### src/rtl/pew_pkg.sv
// Package for the particle Euler step block: field widths, fixed-point constants,
// command codes and saturating arithmetic helpers.
// No dependencies; imported by pew_divider and the core.
package pew_pkg;

   localparam int unsigned Q_W        = 32;          // signed Q16.16 word
   localparam int unsigned FRAC_W     = 16;
   localparam int unsigned MASS_W     = 31;          // unsigned Q15.16 mass
   localparam int unsigned DT_W       = 31;          // unsigned Q15.16 step
   localparam int unsigned DIV_NUM_W  = Q_W + FRAC_W; // |force| << 16
   localparam int unsigned PROD_W     = Q_W + DT_W;
   localparam int unsigned AXES       = 3;
   localparam int unsigned AXIS_W     = 2;
   localparam logic [AXIS_W-1:0] LAST_AXIS = AXIS_W'(AXES - 1);

   localparam logic [MASS_W-1:0] MASS_RESET = MASS_W'(65536);
   localparam logic [DT_W-1:0]   DAMP_Q16   = DT_W'(64225);   // 0.98
   localparam logic signed [Q_W-1:0] WALL_LIMIT = Q_W'(393216); // 6.0
   localparam logic signed [Q_W-1:0] WALL_CLAMP = Q_W'(386662); // 5.9
   localparam logic [6:0]  REST_SQ_LIMIT = 7'd43;
   localparam logic [Q_W-1:0] REST_MAG_MAX = Q_W'(6);

   localparam logic signed [Q_W-1:0] S_MAX = {1'b0, {(Q_W-1){1'b1}}};
   localparam logic signed [Q_W-1:0] S_MIN = {1'b1, {(Q_W-1){1'b0}}};

   typedef enum logic [1:0] {
      CMD_INTEGRATE = 2'd0,
      CMD_WALL      = 2'd1,
      CMD_LOAD      = 2'd2
   } cmd_type;

   // magnitude of a signed word; the most negative value maps to 2^31
   function automatic logic [Q_W-1:0] mag_of(input logic signed [Q_W-1:0] v);
      return v[Q_W-1] ? Q_W'(-v) : Q_W'(v);
   endfunction

   // sign + magnitude back to a saturated signed word
   function automatic logic signed [Q_W-1:0] sat_from_mag(
      input logic                 neg,
      input logic [DIV_NUM_W-1:0] mag
   );
      logic big;
      big = |mag[DIV_NUM_W-1:Q_W-1];
      if (neg) begin
         return big ? S_MIN : -$signed(mag[Q_W-1:0]);
      end
      return big ? S_MAX : $signed(mag[Q_W-1:0]);
   endfunction

   function automatic logic signed [Q_W-1:0] sat_add(
      input logic signed [Q_W-1:0] a,
      input logic signed [Q_W-1:0] b
   );
      logic signed [Q_W:0] s;
      s = {a[Q_W-1], a} + {b[Q_W-1], b};
      if (s[Q_W] != s[Q_W-1]) begin
         return s[Q_W] ? S_MIN : S_MAX;
      end
      return s[Q_W-1:0];
   endfunction

   function automatic logic signed [Q_W-1:0] sat_neg(input logic signed [Q_W-1:0] v);
      return (v == S_MIN) ? S_MAX : -v;
   endfunction

endpackage

### src/rtl/particle_euler_step_with_walls_core.sv
// Particle integrator core: sequencer, shared multiplier and state registers.
// Depends on pew_pkg and pew_divider.
//
//   channel | direction | handshake        | payload
//   req     | in        | valid / stall    | command, force xyz, delta_time, load pos/vel
//   rsp     | out       | valid / stall    | pos xyz, vel xyz, hit_x_wall, hit_z_wall
//   csr     | in        | valid / ready    | mass (31 bit unsigned Q15.16)
//
// Integrate works the axes in turn. Each axis takes a divider start, the 48-step
// bit-serial divide and its done pulse, and three passes through the one 32x31
// multiplier with their adds. Then come a rest-check state and the write into
// the output register. Wall check passes through ST_WALL; load and the unused
// code go straight to ST_FINISH.
// reset is synchronous: state and position/velocity clear, mass returns to 1.0.
// req_stall is high while an item is in work; the next item can be taken while
// a result waits on rsp_stall, and one further result waits inside.
module particle_euler_step_with_walls_core
   import pew_pkg::*;
(
   input  logic                    clock,
   input  logic                    reset,

   input  logic                    req_valid,
   output logic                    req_stall,
   input  logic [1:0]              req_command,
   input  logic signed [Q_W-1:0]   req_force_x,
   input  logic signed [Q_W-1:0]   req_force_y,
   input  logic signed [Q_W-1:0]   req_force_z,
   input  logic [DT_W-1:0]         req_delta_time,
   input  logic signed [Q_W-1:0]   req_load_pos_x,
   input  logic signed [Q_W-1:0]   req_load_pos_y,
   input  logic signed [Q_W-1:0]   req_load_pos_z,
   input  logic signed [Q_W-1:0]   req_load_vel_x,
   input  logic signed [Q_W-1:0]   req_load_vel_y,
   input  logic signed [Q_W-1:0]   req_load_vel_z,

   output logic                    rsp_valid,
   input  logic                    rsp_stall,
   output logic signed [Q_W-1:0]   rsp_pos_x,
   output logic signed [Q_W-1:0]   rsp_pos_y,
   output logic signed [Q_W-1:0]   rsp_pos_z,
   output logic signed [Q_W-1:0]   rsp_vel_x,
   output logic signed [Q_W-1:0]   rsp_vel_y,
   output logic signed [Q_W-1:0]   rsp_vel_z,
   output logic                    rsp_hit_x_wall,
   output logic                    rsp_hit_z_wall,

   input  logic                    csr_valid,
   output logic                    csr_ready,
   input  logic [MASS_W-1:0]       csr_mass
);

   typedef enum logic [3:0] {
      ST_IDLE,
      ST_DIV_START,
      ST_DIV_WAIT,
      ST_MUL_ACC,
      ST_ADD_VEL,
      ST_MUL_POS,
      ST_ADD_POS,
      ST_MUL_DAMP,
      ST_DAMP_WB,
      ST_REST,
      ST_WALL,
      ST_FINISH
   } state_type;

   state_type state_ff;

   // axis registers rotate after each integrate axis, so the working axis is
   // always entry 0; three rotations restore x, y, z order
   logic signed [Q_W-1:0] pos_ff   [AXES];
   logic signed [Q_W-1:0] vel_ff   [AXES];
   logic signed [Q_W-1:0] force_ff [AXES];
   logic [DT_W-1:0]       dt_ff;
   logic [MASS_W-1:0]     mass_ff;
   logic [AXIS_W-1:0]     axis_ff;
   logic signed [Q_W-1:0] acc_ff;
   logic                  hit_x_ff, hit_z_ff;

   logic                  rsp_valid_ff;
   logic signed [Q_W-1:0] rsp_pos_ff [AXES];
   logic signed [Q_W-1:0] rsp_vel_ff [AXES];
   logic                  rsp_hit_x_ff, rsp_hit_z_ff;

   // shared multiplier, registered
   logic signed [Q_W-1:0] mul_a;
   logic [DT_W-1:0]       mul_b;
   logic [PROD_W-1:0]     prod_ff;
   logic                  prod_neg_ff;
   logic signed [Q_W-1:0] prod_q;

   // divider
   logic                  div_start, div_done;
   logic [DIV_NUM_W-1:0]  div_dividend, div_quotient;
   logic [MASS_W-1:0]     div_divisor;

   logic                  accept;
   logic [Q_W-1:0]        vmag [AXES];
   logic                  rest_small;
   logic [6:0]            rest_sq;

   assign accept    = req_valid && !req_stall;
   assign req_stall = (state_ff != ST_IDLE);
   assign csr_ready = 1'b1;

   // operand select for the one multiplier
   always_comb begin
      unique case (state_ff)
         ST_MUL_ACC: begin
            mul_a = acc_ff;
            mul_b = dt_ff;
         end
         ST_MUL_POS: begin
            mul_a = vel_ff[0];
            mul_b = dt_ff;
         end
         ST_MUL_DAMP: begin
            mul_a = vel_ff[0];
            mul_b = DAMP_Q16;
         end
         default: begin
            mul_a = acc_ff;
            mul_b = dt_ff;
         end
      endcase
   end

   always_ff @(posedge clock) begin
      prod_ff     <= PROD_W'(mag_of(mul_a)) * PROD_W'(mul_b);
      prod_neg_ff <= mul_a[Q_W-1];
   end

   // Q16.16 product: drop fraction bits, toward zero, saturate
   assign prod_q = sat_from_mag(prod_neg_ff, DIV_NUM_W'(prod_ff[PROD_W-1:FRAC_W]));

   assign div_start    = (state_ff == ST_DIV_START);
   assign div_dividend = {mag_of(force_ff[0]), {FRAC_W{1'b0}}};
   assign div_divisor  = (mass_ff == '0) ? MASS_W'(1) : mass_ff;

   pew_divider #(
      .NUM_W (DIV_NUM_W),
      .DEN_W (MASS_W)
   ) u_divider (
      .clock    (clock),
      .reset    (reset),
      .start    (div_start),
      .dividend (div_dividend),
      .divisor  (div_divisor),
      .done     (div_done),
      .quotient (div_quotient)
   );

   // rest check: only velocities with every |v| <= 6 can fall below the limit
   always_comb begin
      rest_small = 1'b1;
      rest_sq    = '0;
      for (int i = 0; i < AXES; i++) begin
         vmag[i] = mag_of(vel_ff[i]);
         if (vmag[i] > REST_MAG_MAX) begin
            rest_small = 1'b0;
         end
         rest_sq = rest_sq + 7'(vmag[i][2:0]) * 7'(vmag[i][2:0]);
      end
   end

   always_ff @(posedge clock) begin
      if (reset) begin
         state_ff     <= ST_IDLE;
         rsp_valid_ff <= 1'b0;
         mass_ff      <= MASS_RESET;
         axis_ff      <= '0;
         hit_x_ff     <= 1'b0;
         hit_z_ff     <= 1'b0;
         for (int i = 0; i < AXES; i++) begin
            pos_ff[i] <= '0;
            vel_ff[i] <= '0;
         end
      end else begin
         if (csr_valid && csr_ready) begin
            mass_ff <= csr_mass;
         end
         // a free output register is refilled in ST_FINISH instead
         if (!rsp_stall && state_ff != ST_FINISH) begin
            rsp_valid_ff <= 1'b0;
         end

         unique case (state_ff)
            ST_IDLE: begin
               if (accept) begin
                  force_ff[0] <= req_force_x;
                  force_ff[1] <= req_force_y;
                  force_ff[2] <= req_force_z;
                  dt_ff       <= req_delta_time;
                  hit_x_ff    <= 1'b0;
                  hit_z_ff    <= 1'b0;
                  axis_ff     <= '0;
                  unique case (req_command)
                     CMD_INTEGRATE: state_ff <= ST_DIV_START;
                     CMD_WALL:      state_ff <= ST_WALL;
                     CMD_LOAD: begin
                        pos_ff[0] <= req_load_pos_x;
                        pos_ff[1] <= req_load_pos_y;
                        pos_ff[2] <= req_load_pos_z;
                        vel_ff[0] <= req_load_vel_x;
                        vel_ff[1] <= req_load_vel_y;
                        vel_ff[2] <= req_load_vel_z;
                        state_ff  <= ST_FINISH;
                     end
                     default:       state_ff <= ST_FINISH;  // unused code: report only
                  endcase
               end
            end
            ST_DIV_START: state_ff <= ST_DIV_WAIT;
            ST_DIV_WAIT: begin
               if (div_done) begin
                  acc_ff   <= sat_from_mag(force_ff[0][Q_W-1], div_quotient);
                  state_ff <= ST_MUL_ACC;
               end
            end
            ST_MUL_ACC: state_ff <= ST_ADD_VEL;
            ST_ADD_VEL: begin
               vel_ff[0] <= sat_add(vel_ff[0], prod_q);
               state_ff  <= ST_MUL_POS;
            end
            ST_MUL_POS: state_ff <= ST_ADD_POS;
            ST_ADD_POS: begin
               pos_ff[0] <= sat_add(pos_ff[0], prod_q);
               state_ff  <= ST_MUL_DAMP;
            end
            ST_MUL_DAMP: state_ff <= ST_DAMP_WB;
            ST_DAMP_WB: begin
               // write damped velocity and rotate to the next axis
               pos_ff[0]   <= pos_ff[1];
               pos_ff[1]   <= pos_ff[2];
               pos_ff[2]   <= pos_ff[0];
               vel_ff[0]   <= vel_ff[1];
               vel_ff[1]   <= vel_ff[2];
               vel_ff[2]   <= prod_q;
               force_ff[0] <= force_ff[1];
               force_ff[1] <= force_ff[2];
               force_ff[2] <= force_ff[0];
               if (axis_ff == LAST_AXIS) begin
                  state_ff <= ST_REST;
               end else begin
                  axis_ff  <= axis_ff + AXIS_W'(1);
                  state_ff <= ST_DIV_START;
               end
            end
            ST_REST: begin
               if (rest_small && (rest_sq < REST_SQ_LIMIT)) begin
                  for (int i = 0; i < AXES; i++) begin
                     vel_ff[i] <= '0;
                  end
               end
               state_ff <= ST_FINISH;
            end
            ST_WALL: begin
               // x and z are independent; y has no walls
               if (pos_ff[2] > WALL_LIMIT || pos_ff[2] < -WALL_LIMIT) begin
                  pos_ff[2] <= (pos_ff[2] > WALL_LIMIT) ? WALL_CLAMP : -WALL_CLAMP;
                  vel_ff[2] <= sat_neg(vel_ff[2]);
                  hit_z_ff  <= 1'b1;
               end
               if (pos_ff[0] > WALL_LIMIT || pos_ff[0] < -WALL_LIMIT) begin
                  pos_ff[0] <= (pos_ff[0] > WALL_LIMIT) ? WALL_CLAMP : -WALL_CLAMP;
                  vel_ff[0] <= sat_neg(vel_ff[0]);
                  hit_x_ff  <= 1'b1;
               end
               state_ff <= ST_FINISH;
            end
            ST_FINISH: begin
               // hold until the output register is free
               if (!rsp_valid_ff || !rsp_stall) begin
                  for (int i = 0; i < AXES; i++) begin
                     rsp_pos_ff[i] <= pos_ff[i];
                     rsp_vel_ff[i] <= vel_ff[i];
                  end
                  rsp_hit_x_ff <= hit_x_ff;
                  rsp_hit_z_ff <= hit_z_ff;
                  rsp_valid_ff <= 1'b1;
                  state_ff     <= ST_IDLE;
               end
            end
            default: state_ff <= ST_IDLE;
         endcase
      end
   end

   assign rsp_valid      = rsp_valid_ff;
   assign rsp_pos_x      = rsp_pos_ff[0];
   assign rsp_pos_y      = rsp_pos_ff[1];
   assign rsp_pos_z      = rsp_pos_ff[2];
   assign rsp_vel_x      = rsp_vel_ff[0];
   assign rsp_vel_y      = rsp_vel_ff[1];
   assign rsp_vel_z      = rsp_vel_ff[2];
   assign rsp_hit_x_wall = rsp_hit_x_ff;
   assign rsp_hit_z_wall = rsp_hit_z_ff;

endmodule

### src/rtl/pew_divider.sv
// Unsigned restoring divider, one quotient bit per cycle.
// Depends on pew_pkg for default widths.
module pew_divider
   import pew_pkg::*;
#(
   parameter int unsigned NUM_W = DIV_NUM_W,
   parameter int unsigned DEN_W = MASS_W
) (
   input  logic             clock,
   input  logic             reset,
   input  logic             start,
   input  logic [NUM_W-1:0] dividend,
   input  logic [DEN_W-1:0] divisor,   // must be nonzero
   output logic             done,      // one-cycle pulse, quotient valid
   output logic [NUM_W-1:0] quotient
);

   localparam int unsigned CNT_W = $clog2(NUM_W + 1);

   logic [DEN_W-1:0] rem_ff, rem_in;
   logic [NUM_W-1:0] quo_ff;
   logic [CNT_W-1:0] count_ff;
   logic             busy_ff, done_ff;
   logic [DEN_W:0]   shifted, diff;
   logic             ge;

   always_comb begin
      shifted = {rem_ff, quo_ff[NUM_W-1]};
      diff    = shifted - {1'b0, divisor};
      ge      = shifted >= {1'b0, divisor};
      rem_in  = ge ? diff[DEN_W-1:0] : shifted[DEN_W-1:0];
   end

   always_ff @(posedge clock) begin
      if (reset) begin
         busy_ff  <= 1'b0;
         done_ff  <= 1'b0;
         count_ff <= '0;
      end else begin
         done_ff <= 1'b0;
         if (start) begin
            rem_ff   <= '0;
            quo_ff   <= dividend;
            count_ff <= CNT_W'(NUM_W);
            busy_ff  <= 1'b1;
         end else if (busy_ff) begin
            rem_ff   <= rem_in;
            quo_ff   <= {quo_ff[NUM_W-2:0], ge};
            count_ff <= count_ff - CNT_W'(1);
            if (count_ff == CNT_W'(1)) begin
               busy_ff <= 1'b0;
               done_ff <= 1'b1;
            end
         end
      end
   end

   assign done     = done_ff;
   assign quotient = quo_ff;

endmodule
### config.mk
export PLATFORM = sky130hd
export DESIGN_NAME = particle_euler_step_with_walls_core
export DESIGN_NICKNAME = d
export VERILOG_FILES = /design/src/rtl/pew_pkg.sv /design/src/rtl/particle_euler_step_with_walls_core.sv /design/src/rtl/pew_divider.sv
export SDC_FILE = /design/constraint.sdc
export NUM_CORES = 2
export LEC_CHECK = 0
export ABC_CLOCK_PERIOD_IN_PS = 25600
export BUFFER_PORTS_ARGS = -buffer_cell sky130_fd_sc_hd__buf_2
export CAP_MARGIN = 30
export CELL_PAD_IN_SITES_DETAIL_PLACEMENT = 2
export CELL_PAD_IN_SITES_GLOBAL_PLACEMENT = 2
export CORE_UTILIZATION = 28
export DETAILED_ROUTE_END_ITERATION = 10
export PLACE_DENSITY = 0.71
export SYNTH_ARGS = -nofsm -noshare
export SYNTH_HDL_FRONTEND = slang
export SYNTH_SLANG_ARGS = --single-unit
export TNS_END_PERCENT = 5
### constraint.sdc
create_clock -name clock -period 25.6 [get_ports clock]
set_input_delay 3.84 -clock clock [delete_from_list [all_inputs] [get_ports clock]]
set_output_delay 3.84 -clock clock [all_outputs]
set_load 0.01 [all_outputs]
# Yosys cells after proc, flatten, opt, wreduce, memory -nomap -nowiden
# Memory sizes are Yosys's and may differ from the RTL's.
# Cells that the tools add are included.
# totals
regBits	256
ram_bits	480
in_bits	357
output_inout_bits	197
elab_cells	264
mem_count	5
# mem_list
name	depth	word_bits	read_ports	rd_clocked_by_memory_dff	write_ports	line	rtl
force_ff	3	32	3	0	3	particle_euler_step_with_walls_core.sv:74	logic signed [Q_W-1:0] force_ff [AXES];
pos_ff	3	32	3	0	3	particle_euler_step_with_walls_core.sv:72	logic signed [Q_W-1:0] pos_ff [AXES];
rsp_pos_ff	3	32	3	0	3	particle_euler_step_with_walls_core.sv:82	logic signed [Q_W-1:0] rsp_pos_ff [AXES];
rsp_vel_ff	3	32	3	0	3	particle_euler_step_with_walls_core.sv:83	logic signed [Q_W-1:0] rsp_vel_ff [AXES];
vel_ff	3	32	3	0	3	particle_euler_step_with_walls_core.sv:73	logic signed [Q_W-1:0] vel_ff [AXES];
# classes
add_sub_neg	14
n_mul	4
magnitude_cmp	9
n_eq_ne	26
mux	131
bitwise	26
n_reduce_logical	30
# ops
op	n
32-bit 2-to-1 mux	52
32-bit negator	7
31-bit 2-to-1 mux	4
32-bit by 3-bit greater-than comparator with 1-bit output, second input constant	3
48-bit 2-to-1 mux	2
32-bit by 32-bit adder with 33-bit output	2
32-bit equality test, second input constant	2
32-bit by 20-bit greater-than comparator with 1-bit output, second input constant	2
32-bit by 20-bit < comparator with 1-bit output, second input constant	2
32-bit by 31-bit multiplier with 63-bit output	1
1-bit 2-to-1 mux	60
4-bit case mux with 11 select lines	1
32-bit by 31-bit >= comparator with 1-bit output	1
31-bit zero test	1
31-bit subtractor	1
1-bit bitwise OR	24
3-bit AND reduction	7
3-bit by 3-bit multiplier with 6-bit output	3
17-bit OR reduction	1
4-bit by 3-bit equality test with 1-bit output, second input constant	4
4-bit equality test, second input constant	4
4-bit 2-to-1 mux	4
16-bit OR reduction	1
6-bit 2-to-1 mux	2
other kinds (29)	49

# Logic depth before layout (Yosys ltp)
# logic_depth
ltp_word	16
ltp_mapped	40

# By module
# Synthesis repeated with hierarchy kept, for this count alone.
# unflattened
cells_unflattened	7402
hier_area_um2	70445.1
# modules_own_cells
module	n_inst	cells_per_inst	area_per_inst_um2	seq_area_each_um2
particle_euler_step_with_walls_core	1	6857	64817.2	18087.3
pew_divider	1	545	5627.9	2532.4

# Worst setup path before layout
# No wires, ideal clock.
# synth_path
kind	in2reg
startpoint	input port reset
endpoint	memory rsp_pos_ff[0][0] (enable)
arrival_time_ns	18.338
slack_ns	6.243
cell_stages	4
path_buffers	3
cell_sequence	clkbuf_1 clkbuf_1 buf_1 nor3b_1
# synth_rtl
item	line	rtl
start: declaration	particle_euler_step_with_walls_core.sv:21	input logic reset,
end: declaration	particle_euler_step_with_walls_core.sv:82	

# Worst setup path after layout
# layout_path
startpoint	register state_ff[0]
endpoint	register prod_ff[58]
# layout_via
elab_chain_cells	6
elab_cells_between_ends	8
cone_classes	add/sub (1); mul (1); eq/ne (2); mux (3); reduce/logical (1)
# layout_rtl
item	line	rtl
start: declaration	particle_euler_step_with_walls_core.sv:68	state_type state_ff;
start signal: assignment	particle_euler_step_with_walls_core.sv:169	state_ff <= ST_IDLE;
start signal: assignment	particle_euler_step_with_walls_core.sv:199	CMD_INTEGRATE: state_ff <= ST_DIV_START;
start signal: assignment	particle_euler_step_with_walls_core.sv:200	CMD_WALL: state_ff <= ST_WALL;
4-bit by 3-bit equality test with 1-bit output	particle_euler_step_with_walls_core.sv:109	unique case (state_ff)
2-bit OR reduction (no source line)	n/a	
32-bit 2-to-1 mux	n/a	
32-bit negator	pew_pkg.sv:34	return v[Q_W-1] ? Q_W'(-v) : Q_W'(v);
32-bit 2-to-1 mux	pew_pkg.sv:34	
32-bit by 31-bit multiplier with 63-bit output (*)	particle_euler_step_with_walls_core.sv:130	prod_ff <= PROD_W'(mag_of(mul_a)) * PROD_W'(mul_b);
end signal: assignment	particle_euler_step_with_walls_core.sv:130	
end: declaration	particle_euler_step_with_walls_core.sv:89	logic [PROD_W-1:0] prod_ff;
# Every way passes the cells marked *; elsewhere a longest branch is shown, timed or not.
# A chain may end at the register's enable or synchronous reset.

==> results.py <==
metrics = {
    "sta": {
        "tns_ns": 0,
        "rsz0062_at_grt": "no",
        "finalSetupViolCount": 0,
        "period_share": 0.478,
        "period_needed_ns": 12.23,
        "relSlewSlack": 0.301,
        "fmax_mhz": 81.7,
        "final-hold-violation-count": 0,
        "clock_skew_ns": 0.0415,
        "final_max_slew_viol_count": 0,
        "worst_pin_slew_ns": 1.04,
    },
    "worst_setup_path": {
        "timing.critical_path.mode_cell": "fa_1",
        "worstPathMaxFanout": 34,
        "critPathArrivalTime_ns": 12.85,
        "worst-path-buf-inv": 5,
        "cp_num_cells": 31,
        "crit_family": "adder cells",
        "crit_start": "state_ff[0]$_SDFFE_PP0P_",
        "slowest_stage": "and3b_2",
        "r2r_slack_ns": 13.37,
        "critical_path_required_ns": 26.21,
        "crit_type": "flip-flop to flip-flop",
        "cp-end-kind": "flip-flop",
        "timing.rr.start": "state_ff[0]$_SDFFE_PP0P_",
        "rr_endpoint": "prod_ff[58]$_DFF_P_",
        "r2r_cells": 31,
        "start_kind": "flip-flop",
        "cpPeakStageDelay_ns": 0.87,
    },
    "synthesis": {
        "synth_top_flop_cell": "edfxtp_1",
        "yosysMostFrequentCell": "nand2_1",
        "synth_nets": 8910,
        "async_flop_share": 0,
        "synth_top_area_cell": "edfxtp_1",
        "ys_ff_latch": 720,
        "syn_area_um2": 69800,
        "syn_inst": 7303,
        "synth_cell_types": 90,
        "synth.top_cell.area_share": 0.267,
        "synth_common_cells": "nand2_1 (1061), inv_1 (902), fa_1 (875)",
        "syn_avg_cell_area_um2": 9.56,
        "synth_area_leaders": "edfxtp_1 (27%), fa_1 (25%), ha_1 (6.7%)",
        "synth-edff-count": 620,
        "ys_seq_area_frac": 0.295,
        "synth_warnings": 0,
    },
    "grt": {
        "globalRoute.totalOverflow": 0,
        "grt_pass1_vias": 64900,
        "grt_util_all_layers": 0.239,
        "grt_pass1_wl_um": 443000,
        "grt_antenna_before_repair": 81,
        "grt_start_max_net_pins": 91,
    },
    "routing": {
        "met3RoutedLength_um": 21400,
        "via_per_inst": 5.27,
        "dr_wl_met2_um": 138000,
        "firstDrtPassIters": 5,
        "wl_per_cell_um": 27.1,
        "ant_nets": 0,
        "drc": 0,
        "dr.first_iter.drc_count": 4393,
        "wl_met1_um": 129000,
        "routed.top_layer": "met5",
        "vias": 58900,
        "totalWireLength_um": 303000,
    },
    "clocking": {
        "cts_tree": "yes",
        "clkTransAtPathRegs_ns": 0.06,
        "post_cts_buffers": 0,
        "cts_resized": 0,
        "clk_latency_ns": 0.75,
        "h-tree-depth": 3,
        "root_buffer": "clkbuf_16",
        "ctsHoldBuffers": 0,
        "cts_buffers": 89,
        "cts.sinks": 720,
        "clk_path_buf_depth": 3,
    },
    "hold_path": {
        "min_to": "rsp_hit_z_wall$_DFFE_PP_",
        "min_delay_path_depth": 0,
        "min-delay-start": "hit_z_ff$_SDFFE_PP0P_",
        "hold_path.class": "flip-flop to flip-flop",
    },
    "status": {
        "outcome": "finished clean",
    },
    "cells_and_area": {
        "nets": 9339,
        "syn_to_final_growth_pct": 14.9,
        "drive_gt1_frac": 0.125,
        "nFillCells": 27400,
    },
    "die": {
        "core_um2": 247000,
        "die_area_um2": 251000,
        "rows": 182,
        "boundaryPins": 554,
        "die_w_um": 501,
        "die_height_um": 501,
        "initial_core_util": 0.283,
    },
    "placed_design": {
        "io_buffers": 552,
        "dp_hpwl_um": 237000,
        "gp_congestion": 0.916,
    },
    "flow_run": {
        "max_cap_violations": 0,
    },
}
==> final cells by class <==
class	count	area, um2	area share
Multi-Input combinational cell	5290	44700	0.558
Inverter	902	3390	0.0422
Sequential cell	720	20600	0.257
Timing Repair Buffer	729	4260	0.0532
Clock buffer	109	2330	0.0291
Antenna cell	53	133	0.00165
Tap cell	3312	4140	0.0517
Clock inverter	56	576	0.00718
==> metrics by stage <==
stage / hold WS, ns / worst slack (ns) / instances / utilization / area (um2)
detailed placement: 0.419 / 13.25 / 10900 / 0.312 / 77100
global placement: 0.412 / 13.65 / 10900 / 0.311 / 76800
global route: 0.451 / 12.88 / 11200 / 0.325 / 80100
CTS: 0.435 / 13.24 / 11100 / 0.324 / 80000
floorplan: 0.409 / 6.24 / 7303 / - / 69800
finish: 0.441 / 13.37 / 11200 / 0.325 / 80200
==> layout by cell type (no fill, tap or decap), types with 53 or more instances in the layout <==
master and n:
a21o_1 102, a21oi_1 255, a22o_1 64, a22oi_1 53, a31oi_1 79, buf_2 551, buf_4 165, clkbuf_16 89
dfxtp_1 100, diode_2 53, edfxtp_1 620, fa_1 875, ha_1 375, inv_1 902, mux2i_1 107, nand2_1 1056
nand3_1 78, nand4_1 54, nor2_1 804, nor3_1 83, o21ai_0 279, or3_1 56, xnor2_1 154, xor2_1 133
==> worst max path at each step <==
| stage | end | slack (ns) |
|---|---|---|
| 2_1_floorplan | rsp_pos_ff[0][0]$_DFFE_PP_ | 6.24 |
| 3_5_place_dp | prod_ff[56]$_DFF_P_ | 13.25 |
| 6_report | prod_ff[58]$_DFF_P_ | 13.37 |
| 4_1_cts | prod_ff[61]$_DFF_P_ | 13.24 |
| 3_3_place_gp | prod_ff[56]$_DFF_P_ | 13.65 |
| 5_1_grt | prod_ff[58]$_DFF_P_ | 12.88 |
==> per-layer routing <==
| metal | vias up | global-route usage |
|---|---|---|
| li1 | 25200 | - |
| met2 | 2049 | 0.377 |
| met1 | 31100 | 0.319 |
| met5 | - | 0 |
| met3 | 539 | 0.0413 |
| met4 | 24 | 0.105 |
==> kinds of logic (layout without fill, tap and decap cells) <==
group | after synthesis | in the layout | share of synthesized area
AO/OA/AOI/OAI | 1143 | 1143 | 0.107
multiplexers | 114 | 114 | 0.0165
XOR/XNOR | 308 | 308 | 0.0386
flip-flops | 720 | 720 | 0.295
buffers and inverters | 1293 | 1796 | 0.0699
AND/OR/NAND/NOR | 2472 | 2472 | 0.154
other | 1 | 54 | 0.0000537
adder cells (fa/ha/maj) | 1252 | 1252 | 0.318
==> flip-flops by register name, indices dropped and copies added (netlist names), 4 cells and up <==
name	cells
force_ff	96
pos_ff	96
rsp_pos_ff	96
rsp_vel_ff	96
vel_ff	96
u_divider.quotient	48
prod_ff	47
acc_ff	32
dt_ff	31
mass_ff	31
u_divider.rem_ff	31
u_divider.count_ff	6
state_ff	4
Power is not shown: default switching activity piles up to over one toggle a cycle in this logic, so the estimate is an artifact.
